File: config.mk
export PLATFORM = sky130hd
export DESIGN_NAME = der_integer_sequence_decoder_top_flat
export DESIGN_NICKNAME = d
export VERILOG_FILES = /design/src/dsd_pkg.sv /design/src/dsd_if.sv /design/src/dsd_front.sv /design/src/dsd_queue.sv /design/src/dsd_back.sv /design/src/der_integer_sequence_decoder_top.sv /design/src/flat_wrapper.sv
export SDC_FILE = /design/constraint.sdc
export NUM_CORES = 1
export LEC_CHECK = 0
export ABC_AREA = 1
export BUFFER_PORTS_ARGS = -buffer_cell sky130_fd_sc_hd__buf_2
export CAP_MARGIN = 10
export CORE_UTILIZATION = 43
export CTS_BUF_LIST = sky130_fd_sc_hd__clkbuf_16
export CTS_CLUSTER_SIZE = 40
export DETAILED_ROUTE_END_ITERATION = 8
export PLACE_DENSITY = 0.65
export SETUP_SLACK_MARGIN = 0.4
export SLEW_MARGIN = 30
export SYNTH_ARGS = -nofsm -noshare
export SYNTH_HDL_FRONTEND = slang
export SYNTH_SLANG_ARGS = --single-unit
export TNS_END_PERCENT = 50
File: constraint.sdc
create_clock -name clk -period 7.48 [get_ports clk]
set_input_delay 0.748 -clock clk [delete_from_list [all_inputs] [get_ports clk]]
set_output_delay 0.748 -clock clk [all_outputs]
set_load 0.005 [all_outputs]
File: src/dsd_pkg.sv
package dsd_pkg;

	localparam int MAX_BUFFER    = 4096;
	localparam int MAX_INTEGERS  = 8;
	localparam int MAX_LEN_BYTES = 8;

	localparam int LEN_W     = 13;
	localparam int CNT_W     = 4;
	localparam int IDX_W     = 3;
	localparam int LCNT_W    = 7;
	localparam int CFG_IDX_W = 1;
	localparam int QDEPTH    = 4;
	localparam int QPTR_W    = $clog2(QDEPTH);
	localparam int QCNT_W    = $clog2(QDEPTH + 1);

	localparam logic [7:0] TAG_SEQ = 8'h30;
	localparam logic [7:0] TAG_INT = 8'h02;

	localparam logic [LEN_W-1:0] BUF_LIM_MAX = LEN_W'(MAX_BUFFER);
	localparam logic [CNT_W-1:0] INT_LIM_MAX = CNT_W'(MAX_INTEGERS);
	localparam logic [CNT_W-1:0] INT_LIM_RST = CNT_W'(2);
	localparam logic [LCNT_W-1:0] LCNT_MAX   = LCNT_W'(MAX_LEN_BYTES);
	localparam logic [LEN_W-1:0] ACC_MAX     = {LEN_W{1'b1}};

	localparam logic [CFG_IDX_W-1:0] CFG_BUFFER_LENGTH = 1'b0;
	localparam logic [CFG_IDX_W-1:0] CFG_INTEGER_COUNT = 1'b1;

	typedef enum logic [2:0] {
		ST_PROGRESS,
		ST_DONE,
		ST_BAD_SEQ_TAG,
		ST_BAD_INT_TAG,
		ST_LEN_TOO_LONG,
		ST_PAST_END,
		ST_EARLY_END
	} dsd_status_t;

	typedef enum logic [3:0] {
		PH_IDLE,
		PH_SEQ_TAG,
		PH_SEQ_LEN,
		PH_SEQ_LEN_MORE,
		PH_INT_TAG,
		PH_INT_LEN,
		PH_INT_LEN_MORE,
		PH_VALUE,
		PH_FINISHED
	} dsd_phase_t;

	typedef struct packed {
		logic [7:0]        data_byte;
		logic              first_byte;
		logic              is_seq_tag;
		logic              is_int_tag;
		logic              is_zero;
		logic              long_form;
		logic [LCNT_W-1:0] len_cnt;
		logic              cnt_too_long;
	} dsd_item_t;

	typedef struct packed {
		logic [LEN_W-1:0] buf_lim;
		logic [CNT_W-1:0] int_lim;
	} dsd_cfg_t;

	typedef struct packed {
		logic [7:0]       value_byte;
		logic             has_byte;
		logic [IDX_W-1:0] integer_index;
		logic [LEN_W-1:0] bytes_left;
		logic             integer_last;
		dsd_status_t      status;
	} dsd_result_t;

endpackage

File: src/dsd_if.sv
interface dsd_in_if;
	logic       valid;
	logic       ready;
	logic [7:0] data_byte;
	logic       first_byte;

	modport source (output valid, output data_byte, output first_byte, input ready);
	modport sink (input valid, input data_byte, input first_byte, output ready);
endinterface

interface dsd_out_if;
	logic        valid;
	logic        ready;
	logic [7:0]  value_byte;
	logic        has_byte;
	logic [2:0]  integer_index;
	logic [12:0] bytes_left;
	logic        integer_last;
	logic [2:0]  status;

	modport source (output valid, output value_byte, output has_byte, output integer_index,
		output bytes_left, output integer_last, output status, input ready);
	modport sink (input valid, input value_byte, input has_byte, input integer_index,
		input bytes_left, input integer_last, input status, output ready);
endinterface

interface dsd_cfg_if;
	logic        valid;
	logic        ready;
	logic [0:0]  index;
	logic [12:0] wdata;

	modport source (output valid, output index, output wdata, input ready);
	modport sink (input valid, input index, input wdata, output ready);
endinterface

File: src/dsd_front.sv
module dsd_front (
	input  logic              clk,
	input  logic              arst_n,
	dsd_in_if.sink            data,
	output dsd_pkg::dsd_item_t item,
	output logic              item_valid,
	input  logic              item_ready
);
	import dsd_pkg::*;

	logic      v_s1;
	dsd_item_t item_s1;
	dsd_item_t cls;
	logic      accept;

	assign data.ready = !v_s1 || item_ready;
	assign accept     = data.valid && data.ready;

	// classify the byte
	always_comb begin
		cls.data_byte    = data.data_byte;
		cls.first_byte   = data.first_byte;
		cls.is_seq_tag   = data.data_byte == TAG_SEQ;
		cls.is_int_tag   = data.data_byte == TAG_INT;
		cls.is_zero      = data.data_byte == 8'h00;
		cls.long_form    = data.data_byte[7];
		cls.len_cnt      = data.data_byte[LCNT_W-1:0];
		cls.cnt_too_long = data.data_byte[LCNT_W-1:0] > LCNT_MAX;
	end

	always_ff @(posedge clk or negedge arst_n) begin
		if (!arst_n) begin
			v_s1 <= 1'b0;
		end else if (accept) begin
			v_s1 <= 1'b1;
		end else if (item_ready) begin
			v_s1 <= 1'b0;
		end
	end

	always_ff @(posedge clk) begin
		if (accept) begin
			item_s1 <= cls;
		end
	end

	assign item       = item_s1;
	assign item_valid = v_s1;
endmodule

File: src/dsd_queue.sv
module dsd_queue (
	input  logic               clk,
	input  logic               arst_n,
	input  dsd_pkg::dsd_item_t push_item,
	input  logic               push_valid,
	output logic               push_ready,
	output dsd_pkg::dsd_item_t head_item,
	output logic               head_valid,
	input  logic               pop
);
	import dsd_pkg::*;

	dsd_item_t         slot_q [QDEPTH];
	logic [QPTR_W-1:0] wr_q;
	logic [QPTR_W-1:0] rd_q;
	logic [QCNT_W-1:0] count_q;
	logic              do_push;
	logic              do_pop;

	assign push_ready = count_q != QCNT_W'(QDEPTH);
	assign head_valid = count_q != '0;
	assign head_item  = slot_q[rd_q];
	assign do_push    = push_valid && push_ready;
	assign do_pop     = pop && head_valid;

	always_ff @(posedge clk or negedge arst_n) begin
		if (!arst_n) begin
			wr_q    <= '0;
			rd_q    <= '0;
			count_q <= '0;
		end else begin
			if (do_push) begin
				wr_q <= wr_q + 1'b1;
			end
			if (do_pop) begin
				rd_q <= rd_q + 1'b1;
			end
			if (do_push && !do_pop) begin
				count_q <= count_q + 1'b1;
			end else if (do_pop && !do_push) begin
				count_q <= count_q - 1'b1;
			end
		end
	end

	always_ff @(posedge clk) begin
		if (do_push) begin
			slot_q[wr_q] <= push_item;
		end
	end
endmodule

File: src/dsd_back.sv
module dsd_back (
	input  logic               clk,
	input  logic               arst_n,
	input  dsd_pkg::dsd_cfg_t  cfg_lim,
	input  dsd_pkg::dsd_item_t item,
	input  logic               item_valid,
	output logic               pop,
	dsd_out_if.source          result
);
	import dsd_pkg::*;

	dsd_phase_t       phase_q;
	logic [CNT_W-1:0] cur_q;
	logic [CNT_W-1:0] lbp_q;
	logic [LEN_W-1:0] acc_q;
	logic [LEN_W-1:0] vbp_q;
	logic             strip_q;
	logic [LEN_W-1:0] pos_q;

	dsd_phase_t       ph;
	logic [CNT_W-1:0] cur;
	logic [CNT_W-1:0] lbp;
	logic [LEN_W-1:0] acc;
	logic [LEN_W-1:0] vbp;
	logic             strip;
	logic [LEN_W-1:0] pos;
	logic [LEN_W-1:0] pos_inc;

	dsd_phase_t       nph;
	logic [CNT_W-1:0] ncur;
	logic [CNT_W-1:0] nlbp;
	logic [LEN_W-1:0] nacc;
	logic [LEN_W-1:0] nvbp;
	logic             nstrip;
	logic [LEN_W-1:0] npos;

	logic [LEN_W-1:0] rem;
	logic             at_end;
	logic             len_fin;
	logic             fin_int;
	logic             emit;
	dsd_status_t      st;
	dsd_result_t      res;

	dsd_result_t      res_q;
	logic             res_valid_q;

	assign pop = item_valid && (!res_valid_q || result.ready);

	always_comb begin
		ph      = item.first_byte ? PH_SEQ_TAG : phase_q;
		cur     = item.first_byte ? '0 : cur_q;
		lbp     = item.first_byte ? '0 : lbp_q;
		acc     = item.first_byte ? '0 : acc_q;
		vbp     = item.first_byte ? '0 : vbp_q;
		strip   = item.first_byte ? 1'b0 : strip_q;
		pos     = item.first_byte ? '0 : pos_q;
		pos_inc = pos + 1'b1;

		nph     = ph;
		ncur    = cur;
		nlbp    = lbp;
		nacc    = acc;
		nvbp    = vbp;
		nstrip  = strip;
		npos    = pos;
		rem     = (cfg_lim.buf_lim > pos_inc) ? cfg_lim.buf_lim - pos_inc : '0;
		at_end  = pos_inc >= cfg_lim.buf_lim;
		len_fin = 1'b0;
		fin_int = 1'b0;
		emit    = 1'b0;
		st      = ST_PROGRESS;
		res     = '0;
		res.integer_index = cur[IDX_W-1:0];

		if (ph != PH_IDLE && ph != PH_FINISHED) begin
			npos = pos_inc;
			case (ph)
				PH_SEQ_TAG: begin
					if (!item.is_seq_tag) st = ST_BAD_SEQ_TAG;
					else nph = PH_SEQ_LEN;
				end
				PH_INT_TAG: begin
					if (!item.is_int_tag) st = ST_BAD_INT_TAG;
					else nph = PH_INT_LEN;
				end
				PH_SEQ_LEN, PH_INT_LEN: begin
					nacc = '0;
					nlbp = '0;
					if (!item.long_form) begin
						nacc    = LEN_W'(item.data_byte);
						len_fin = 1'b1;
					end else if (item.cnt_too_long) begin
						st = ST_LEN_TOO_LONG;
					end else if (LEN_W'(item.len_cnt) > rem) begin
						st = ST_PAST_END;
					end else if (item.len_cnt == '0) begin
						len_fin = 1'b1;
					end else begin
						nlbp = item.len_cnt[CNT_W-1:0];
						nph  = (ph == PH_SEQ_LEN) ? PH_SEQ_LEN_MORE : PH_INT_LEN_MORE;
					end
				end
				PH_SEQ_LEN_MORE, PH_INT_LEN_MORE: begin
					// saturates once the upper byte would overflow
					if (acc[LEN_W-1:LEN_W-8] != '0) nacc = ACC_MAX;
					else nacc = {acc[LEN_W-9:0], item.data_byte};
					nlbp = lbp - 1'b1;
					if (lbp == CNT_W'(1)) len_fin = 1'b1;
				end
				PH_VALUE: begin
					if (strip && item.is_zero && vbp > LEN_W'(1)) begin
						nvbp = vbp - 1'b1;
					end else begin
						nstrip           = 1'b0;
						emit             = 1'b1;
						res.value_byte   = item.data_byte;
						res.has_byte     = 1'b1;
						res.bytes_left   = vbp;
						res.integer_last = vbp == LEN_W'(1);
						nvbp             = vbp - 1'b1;
						if (vbp == LEN_W'(1)) fin_int = 1'b1;
					end
				end
				default: begin
					st = ST_PROGRESS;
				end
			endcase

			if (len_fin) begin
				if (nacc > rem) begin
					st = ST_PAST_END;
				end else if (ph == PH_SEQ_LEN || ph == PH_SEQ_LEN_MORE) begin
					nph = PH_INT_TAG;
				end else if (nacc == '0) begin
					emit             = 1'b1;
					res.integer_last = 1'b1;
					fin_int          = 1'b1;
				end else begin
					nvbp   = nacc;
					nstrip = 1'b1;
					nph    = PH_VALUE;
				end
			end

			if (fin_int) begin
				ncur = cur + 1'b1;
				if (ncur >= cfg_lim.int_lim) st = ST_DONE;
				else nph = PH_INT_TAG;
			end

			if (st == ST_PROGRESS && at_end) st = ST_EARLY_END;
			if (st != ST_PROGRESS) begin
				nph  = PH_FINISHED;
				emit = 1'b1;
			end
		end
		res.status = st;
	end

	always_ff @(posedge clk or negedge arst_n) begin
		if (!arst_n) begin
			phase_q     <= PH_IDLE;
			cur_q       <= '0;
			lbp_q       <= '0;
			acc_q       <= '0;
			vbp_q       <= '0;
			strip_q     <= 1'b0;
			pos_q       <= '0;
			res_valid_q <= 1'b0;
		end else begin
			if (pop) begin
				phase_q <= nph;
				cur_q   <= ncur;
				lbp_q   <= nlbp;
				acc_q   <= nacc;
				vbp_q   <= nvbp;
				strip_q <= nstrip;
				pos_q   <= npos;
			end
			if (pop && emit) begin
				res_valid_q <= 1'b1;
			end else if (result.ready) begin
				res_valid_q <= 1'b0;
			end
		end
	end

	always_ff @(posedge clk) begin
		if (pop && emit) begin
			res_q <= res;
		end
	end

	assign result.valid         = res_valid_q;
	assign result.value_byte    = res_q.value_byte;
	assign result.has_byte      = res_q.has_byte;
	assign result.integer_index = res_q.integer_index;
	assign result.bytes_left    = res_q.bytes_left;
	assign result.integer_last  = res_q.integer_last;
	assign result.status        = res_q.status;
endmodule

File: src/der_integer_sequence_decoder_top.sv
// channel  | modport | payload                                           | accepted when
// data     | sink    | data_byte, first_byte                             | valid && ready
// result   | source  | value_byte, has_byte, integer_index, bytes_left,  | valid && ready
//          |         | integer_last, status                              |
// cfg      | sink    | index, wdata                                      | valid && ready
//
// one byte per cycle sustained while the result side is not stalled; a taken byte reaches the result
// through the front register, the queue and the back output register
// the back parser updates all state for a byte as it pops it, so bytes stream back to back
// arst_n clears the parser to idle, empties the queue and loads the register defaults
// a stalled result holds the back, the four-entry queue absorbs the front meanwhile
// cfg is always ready and takes effect from the next byte the back parser takes
module der_integer_sequence_decoder_top (
	input  logic       clk,
	input  logic       arst_n,
	dsd_in_if.sink     data,
	dsd_out_if.source  result,
	dsd_cfg_if.sink    cfg
);
	import dsd_pkg::*;

	dsd_cfg_t   cfg_lim_q;
	dsd_item_t  front_item;
	logic       front_valid;
	logic       q_ready;
	dsd_item_t  head_item;
	logic       head_valid;
	logic       back_pop;
	logic [CNT_W-1:0] cnt_w;

	assign cfg.ready = 1'b1;
	assign cnt_w     = cfg.wdata[CNT_W-1:0];

	always_ff @(posedge clk or negedge arst_n) begin
		if (!arst_n) begin
			cfg_lim_q.buf_lim <= BUF_LIM_MAX;
			cfg_lim_q.int_lim <= INT_LIM_RST;
		end else if (cfg.valid) begin
			case (cfg.index)
				CFG_BUFFER_LENGTH: begin
					cfg_lim_q.buf_lim <= (cfg.wdata > BUF_LIM_MAX) ? BUF_LIM_MAX : cfg.wdata;
				end
				CFG_INTEGER_COUNT: begin
					if (cnt_w == '0) cfg_lim_q.int_lim <= CNT_W'(1);
					else if (cnt_w > INT_LIM_MAX) cfg_lim_q.int_lim <= INT_LIM_MAX;
					else cfg_lim_q.int_lim <= cnt_w;
				end
				default: begin
					cfg_lim_q <= cfg_lim_q;
				end
			endcase
		end
	end

	dsd_front u_front (
		.clk        (clk),
		.arst_n     (arst_n),
		.data       (data),
		.item       (front_item),
		.item_valid (front_valid),
		.item_ready (q_ready)
	);

	dsd_queue u_queue (
		.clk        (clk),
		.arst_n     (arst_n),
		.push_item  (front_item),
		.push_valid (front_valid),
		.push_ready (q_ready),
		.head_item  (head_item),
		.head_valid (head_valid),
		.pop        (back_pop)
	);

	dsd_back u_back (
		.clk        (clk),
		.arst_n     (arst_n),
		.cfg_lim    (cfg_lim_q),
		.item       (head_item),
		.item_valid (head_valid),
		.pop        (back_pop),
		.result     (result)
	);
endmodule

File: src/flat_wrapper.sv
// flat-port wrapper written by rule: the top's interface ports become plain ports
module der_integer_sequence_decoder_top_flat import dsd_pkg::*;
  (clk, arst_n, data_valid, data_data_byte, data_first_byte, data_ready, result_valid, result_value_byte, result_has_byte, result_integer_index, result_bytes_left, result_integer_last, result_status, result_ready, cfg_valid, cfg_index, cfg_wdata, cfg_ready);
  dsd_in_if data_i ();
  dsd_out_if result_i ();
  dsd_cfg_if cfg_i ();
  input  logic clk;
  input  logic arst_n;
  input wire logic [$bits(data_i.valid)-1:0] data_valid;
  input wire logic [$bits(data_i.data_byte)-1:0] data_data_byte;
  input wire logic [$bits(data_i.first_byte)-1:0] data_first_byte;
  output wire logic [$bits(data_i.ready)-1:0] data_ready;
  output wire logic [$bits(result_i.valid)-1:0] result_valid;
  output wire logic [$bits(result_i.value_byte)-1:0] result_value_byte;
  output wire logic [$bits(result_i.has_byte)-1:0] result_has_byte;
  output wire logic [$bits(result_i.integer_index)-1:0] result_integer_index;
  output wire logic [$bits(result_i.bytes_left)-1:0] result_bytes_left;
  output wire logic [$bits(result_i.integer_last)-1:0] result_integer_last;
  output wire logic [$bits(result_i.status)-1:0] result_status;
  input wire logic [$bits(result_i.ready)-1:0] result_ready;
  input wire logic [$bits(cfg_i.valid)-1:0] cfg_valid;
  input wire logic [$bits(cfg_i.index)-1:0] cfg_index;
  input wire logic [$bits(cfg_i.wdata)-1:0] cfg_wdata;
  output wire logic [$bits(cfg_i.ready)-1:0] cfg_ready;
  assign data_i.valid = data_valid;
  assign data_i.data_byte = data_data_byte;
  assign data_i.first_byte = data_first_byte;
  assign data_ready = data_i.ready;
  assign result_valid = result_i.valid;
  assign result_value_byte = result_i.value_byte;
  assign result_has_byte = result_i.has_byte;
  assign result_integer_index = result_i.integer_index;
  assign result_bytes_left = result_i.bytes_left;
  assign result_integer_last = result_i.integer_last;
  assign result_status = result_i.status;
  assign result_i.ready = result_ready;
  assign cfg_i.valid = cfg_valid;
  assign cfg_i.index = cfg_index;
  assign cfg_i.wdata = cfg_wdata;
  assign cfg_ready = cfg_i.ready;
  der_integer_sequence_decoder_top u_core (.clk(clk), .arst_n(arst_n), .data(data_i), .result(result_i), .cfg(cfg_i));
endmodule
Yosys cells after proc, flatten, opt, wreduce, memory -nomap -nowiden
Memory sizes are Yosys's and may differ from the RTL's.
Cells that the tools add are included.

operators by class
  reductions and logical operators = 36
  add/subtract/negate cells = 9
  mux-type cells = 105
  bitwise logic cells = 3
  magnitude comparators = 9
  equal/unequal tests = 13

operators by type and width
  operator                                             count
  two-way mux 13 bit                                   15
  two-way mux 4 bit                                    26
  two-way mux 1 bit                                    43
  two-way mux 3 bit                                    13
  > comparator 13 bit                                  2
  one-hot mux 13 bit (2 select lines)                  1
  == test 4 x 3 -> 1 bit, second input constant        4
  adder 13 x 1 -> 13 bit, second input constant        1
  == test 13 x 1 -> 1 bit, second input constant       1
  >= comparator 13 bit                                 1
  > comparator 13 x 1 -> 1 bit, second input constant  1
  > comparator 13 bit, second input constant           1
  > comparator 7 x 13 -> 1 bit                         1
  zero test 13 bit                                     1
  subtractor 13 x 1 -> 13 bit, second input constant   1
  subtractor 13 bit                                    1
  one-hot mux 4 bit (3 select lines)                   1
  logical AND 1 bit                                    11
  one-hot mux 3 bit (3 select lines)                   1
  == test 4 x 1 -> 1 bit, second input constant        2
  == test 4 x 2 -> 1 bit, second input constant        2
  == test 8 x 2 -> 1 bit, second input constant        1
  == test 8 x 6 -> 1 bit, second input constant        1
  zero test 8 bit                                      1
  other kinds (27)                                     42

storage, ports and cells
  memory bits (writable) = 84
  word-level logic and storage cells = 204
  memories = 1
  bits of input ports = 28
  register bits after elaboration = 128

memories
  memory                 depth  bits a word  read ports  clocked after Yosys merged registers in  write ports  line             RTL
  u_core.u_queue.slot_q  4      21           1           0                                        1            dsd_queue.sv:13  dsd_item_t slot_q [QDEPTH];

Depth between registers and ports, before layout
An unclocked memory read counts as a cell.

  depth in word-level cells = 24
  depth in mapped cells = 46
  gate-level depth less buffers = 42

Modules after synthesis
Synthesis repeated with hierarchy kept, for this count alone.

unflattened totals
  cell total of the unflattened synthesis = 1,363
  area, all modules = 11,897.7 µm²

modules (own cells, without submodules)
  module                            area each (µm²)  times used  cells an instance
  dsd_back                          6,611.3          1           905
  dsd_queue                         3,913.8          1           304
  der_integer_sequence_decoder_top  804.5            1           109
  dsd_front                         568.0            1           45

Worst setup path before layout
Ideal clock, no wire load.

  path type = reg2reg
  from = reg u_core.u_queue.rd_q[0]
  to = reg u_core.u_back.res_q, in the netlist u_core.u_back.result.bytes_left[0] (enable)
  stages on the path, launching flop included = 47
  path slack = 0.722 ns
  data required time = 7.096 ns
  clock period less this slack = 6.758 ns
  setup time = 0.384 ns
  path buffers = 5
  arrival time = 6.374 ns
  cell sequence = dfrtp_1 -> buf_6 -> nand2_1 -> nand3_2 -> nand2_4 -> buf_8 -> clkbuf_1 -> clkbuf_1 -> clkbuf_1 -> nand2_1 -> inv_1 -> ha_1 -> nand4_1 -> xor2_1 -> inv_1 -> ha_1 -> nand2_1 -> inv_1 -> [11 not listed] -> nand2_1 -> nor2_1 -> a211oi_1 -> o21ai_0 -> a21oi_1 -> o21a_1 -> o21ai_0 -> nand2_1 -> inv_1 -> nand2_1 -> nand2_1 -> nand2_1 -> nand2_1 -> o21ai_2 -> nor2_4 -> nand3_1 -> nand2_1 -> inv_1

on the way
  word-level cells in the longest chain between the ends = 23
  elaborated cells on any way between the ends = 82
  those cells by class = add/sub: 3; order compare: 6; eq/ne: 10; mux: 48; reduce/logical: 14; memory: 1

ends and longest elaborated chain
  what                                                             line             RTL
  from (decl)                                                      dsd_queue.sv:15  logic [QPTR_W-1:0] rd_q;
  from (signal assigned)                                           dsd_queue.sv:36  rd_q <= rd_q + 1'b1;
  memory (4 x 21 bit) (*)                                          n/a
  two-way mux 13 bit                                               dsd_back.sv:57   pos = item.first_byte ? '0 : pos_q;
  adder 13 x 1 -> 13 bit                                           dsd_back.sv:58   pos_inc = pos + 1'b1;
  subtractor 13 bit / > comparator 13 bit (equally long branches)  dsd_back.sv:67   rem = (cfg_lim.buf_lim > pos_inc) ? cfg_lim.buf_lim - pos_inc : '0;
  two-way mux 13 bit                                               dsd_back.sv:67
  > comparator 7 x 13 -> 1 bit                                     dsd_back.sv:95   end else if (LEN_W'(item.len_cnt) > rem) begin
  two-way mux 3 bit / two-way mux 1 bit (equally long branches)    dsd_back.sv:95
  two-way mux 3 bit / two-way mux 1 bit (equally long branches)    dsd_back.sv:93   end else if (item.cnt_too_long) begin
  [7 not listed]                                                   n/a
  zero test 3 bit                                                  dsd_back.sv:152  if (st == ST_PROGRESS && at_end) st = ST_EARLY_END;
  logical AND 1 bit                                                dsd_back.sv:152
  two-way mux 3 bit                                                dsd_back.sv:152
  two-way mux 3 bit                                                dsd_back.sv:76   if (ph != PH_IDLE && ph != PH_FINISHED) begin
  nonzero test 3 bit                                               dsd_back.sv:153  if (st != ST_PROGRESS) begin
  two-way mux 1 bit                                                dsd_back.sv:153
  two-way mux 1 bit (*)                                            dsd_back.sv:76
  logical AND 1 bit (*)                                            dsd_back.sv:190  if (pop && emit) begin
  to (signal assigned)                                             dsd_back.sv:191  res_q <= res;
  to (decl)                                                        dsd_back.sv:45   dsd_result_t res_q;

Every way passes the cells marked *; elsewhere a longest branch is shown, timed or not. The select of a mux whose other input is x is not followed.
A chain may end at the register's enable or synchronous reset.

Worst setup path in the final report
  from = reg u_core.u_queue.rd_q[0]
  to = reg u_core.u_back.res_q, in the netlist u_core.u_back.result.bytes_left[8] (enable)

The elaborated chain is that of the path after synthesis.

==> metrics.md <==
| Metric | Value |
|---|---|
| Leakage | 0.00514 uW |
| # fillers | 2,140 |
| Synth warn | 0 |
| Worst-path maximum fanout | 39 |
| Detailed Route Iter0 Violations | 538 |
| CTS tree | yes |
| Residual DRC | 0 |
| Main synth FF type | edfxtp_1 |
| Max IR drop VDD | 0.220 mV |
| IO Port Bufs | 58 |
| Final core utilization | 49.6% |
| Worst skew pair latency | 0.44 ns |
| Die X | 154 microns |
| Drt pass-1 iters | 5 |
| Period utilization | 85.7% |
| Placed wire-length estimate | 17.5 mm |
| Drt wl/cell | 15.9 microns |
| Non-filler instance count after layout | 1,522 |
| Seq/Total Area, Yosys | 47.9% |
| Final Max Tran Viols | 0 |
| Async SR Flop Fraction | 45.3% |
| Setup bufs post-CTS | 0 |
| Post-synthesis instance area | 9970 sq um |
| Most used cell, CP | nand2_1 |
| Overflow after GRT | 0 |
| ANT cells | 0 |
| Synthesis-stage register bit count | 172 |
| Multi-input gate area | 4460 sq um |
| Number of flops mapped to enable cells by yosys | 94 |
| Largest net degree at the start of global routing | 54 |
| First-pass GRT wire length | 39.6 mm |
| CP Launch Type | flip-flop |
| Fmax | 156 MHz |
| Vias in the first global route | 7,771 |
| Initial antenna violation count | 0 |
| Pwr Density | 431 nW/um^2 |
| H-tree depth | 4 |
| Highest-count cells in the layout ignoring fill and taps | nand2_1, inv_1, nor2_1 |
| Setup Skew | 0.0149 ns |
| Min-delay worst type | in2async |
| CTS buffer count | 17 |
| Via count | 8,066 |
| Final #Nets | 1,298 |
| Hold Vio Cnt, Final | 0 |
| Clk slew on worst S/H paths | 0.08 ns |
| Total Neg Setup Slack | 0 ns |
| Max_cap viols | 0 |
| Unrepaired setup endpoints after global routing | false |
| Slew headroom | 39.1% |
| Syn_nets | 1,238 |
| Clock sink count | 172 |
| Clk root buf | clkbuf_16 |
| Setup CP Type | reg2reg |
| Arrival time at the worst endpoint | 6.50 ns |
| CP max-delay cell | dfrtp_1 |
| Min Tclk post-route | 6.41 ns |
| Routed vias/inst | 5.30 |
| CORE AREA | 22,700 sq um |
| Synth cell types | 56 |
| Layout cells sized above 1 | 13.4% |
| GP Congestion | 0.890 |
| IO Count | 60 |
| Worst Tran Pin Value | 0.911 ns |
| Status | finished clean |
| Post-layout worst setup margin | 1.07 ns |
| Area grow syn2layout | 12.9% |
| Mapped Cells | 1,164 |
| Die height | 154 microns |
| Syn_area_per_cell | 8.57 sq um |
| Hold buffer count at CTS | 0 |
| Final ANT Viol Nets | 0 |
| Initial Util | 43.9% |
| Pre-CTS setup slack | 1.00 ns |
| Final wirelength | 24.1 mm |
| CTS Buffer Depth | 2 |
| # rows | 55 |
| Nature of the critical path endpoint | flip-flop |
| Gr usage total | 21.3% |
| Bufs and invs on worst path | 7 |
| WP data required | 7.57 ns |
| Storage element area | 4780 sq um |
| Final Setup Violations | 0 |
| Largest stage delay, worst path | 0.40 ns |
| Inst Count DP | 1,490 |
| Commonest non-fill, non-tap cell in the layout | nand2_1 |
| Die area | 23,800 sq um |
| Top delay family on crit path | simple AND/OR/NAND/NOR gates |
-- stage by stage --
step | hold WS, ns | total power (uW) | area [sq um]
finish | 0.244 | 4850 | 11300
global route | 0.258 | 5240 | 11300
CTS | 0.247 | 4850 | 11300
detailed placement | 0.470 | 3870 | 10600
global placement | 0.463 | 3840 | 10600
floorplan | 0.449 | 3170 | 9970
-- power by group --
| group | switching, uW | internal, uW |
|---|---|---|
| registers | 115 | 1320 |
| logic | 1670 | 784 |
| clock network | 487 | 480 |
-- area by class of cell --
type                            count  share of cell area, %
Inverter                          159                   5.43
Sequential cell                   172                   42.4
Tap cell                          285                   3.17
Timing Repair Buffer               72                   3.57
Clock buffer                       17                   3.78
Clock inverter                     15                   2.02
Multi-Input combinational cell    802                   39.6
-- routing by layer --
layer  track usage [%]  up-vias  share of wire (%)
met3              3.42       45                5.1
met5                 0        -                  0
met4              8.30        0                2.8
li1                  -     4039                  -
met2              35.2      217                 47
met1              28.1     3765                 45
-- cells in the mapped netlist, types with 2 or more instances --
library cell    n  area share [%]
nand3_4         2            0.35
nand2_1       273              10
or2_2           2            0.13
inv_1         151             5.7
dfrtp_1        76              19
a31oi_1         4            0.25
inv_2           5            0.19
o211a_1         2            0.20
o21ai_0        82             4.1
clkbuf_1       26            0.98
nor2_2          5            0.31
nand2_2        14            0.88
a32o_1          2            0.20
nor2_1        102             3.8
a22o_1          2            0.18
edfxtp_1       94              28
o31ai_1         2            0.15
o211ai_1       15             1.1
xnor2_1         9            0.79
o211ai_2        6            0.75
nand3_2         9            0.90
a21oi_1        47             2.4
a32oi_1        11            0.97
nor2_4          6            0.68
xor2_1         17             1.5
nand3_1        66             3.3
nand2_4         3            0.34
nand4_1        23             1.4
o22ai_1        10            0.63
dfstp_2         2            0.53
buf_6           2            0.23
clkinv_1        2           0.075
ha_1           44             5.5
nor4_1          4            0.25
nand3b_1        3            0.23
fa_1            2            0.40
o21ai_1         5            0.25
nor3_1         16            0.80
-- final timing paths --
| kind | slack, ns | from | endpoint | depth (start not counted) |
|---|---|---|---|---|
| max | 1.07 | u_core.u_queue.rd_q[0] | u_core.u_back.result.bytes_left[8] | 41 |
| min | 0.24 | arst_n | u_core.u_back.vbp_q[8] | 1 |
| max in group asynchronous | 6.24 | arst_n | u_core.u_back.pos_q[8] | 2 |
| max reg2reg | 1.07 | u_core.u_queue.rd_q[0] | u_core.u_back.result.bytes_left[8] | 41 |
| min reg2reg | 0.49 | u_core.u_back.acc_q[4] | u_core.u_back.acc_q[4] | 2 |
| min in group clk | 0.48 | data_first_byte | u_core.u_front.item[12] | 1 |
-- logic make-up after synthesis --
group | share of synthesized area (%)
simple gates | 23.7
compound gates | 12.5
buf+inv | 7.60
flops | 47.9
fa+ha+maj | 5.92
xor+xnor | 2.28
other cells | 0.0376
-- sequential cells by signal, summed over array words and instances, names as in the netlist, 4 cells and up --
name	count
u_core.u_queue.slot_q	52
u_core.u_back.lbp_q	4
u_core.u_front.item	13
u_core.u_back.phase_q	4
u_core.cfg_lim_q	17
u_core.u_back.pos_q	13
u_core.u_back.result.bytes_left	13
u_core.u_back.vbp_q	13
u_core.u_back.acc_q	13
u_core.u_back.result.value_byte	8
u_core.u_back.cur_q	4
-- what timing repair did --
item                                   in CTS  in global routing
gates resized for setup                     0                  1
setup endpoints to repair                   0                 29
endpoints found under the hold margin       0                  0
Power figures use the tool's default switching activity.
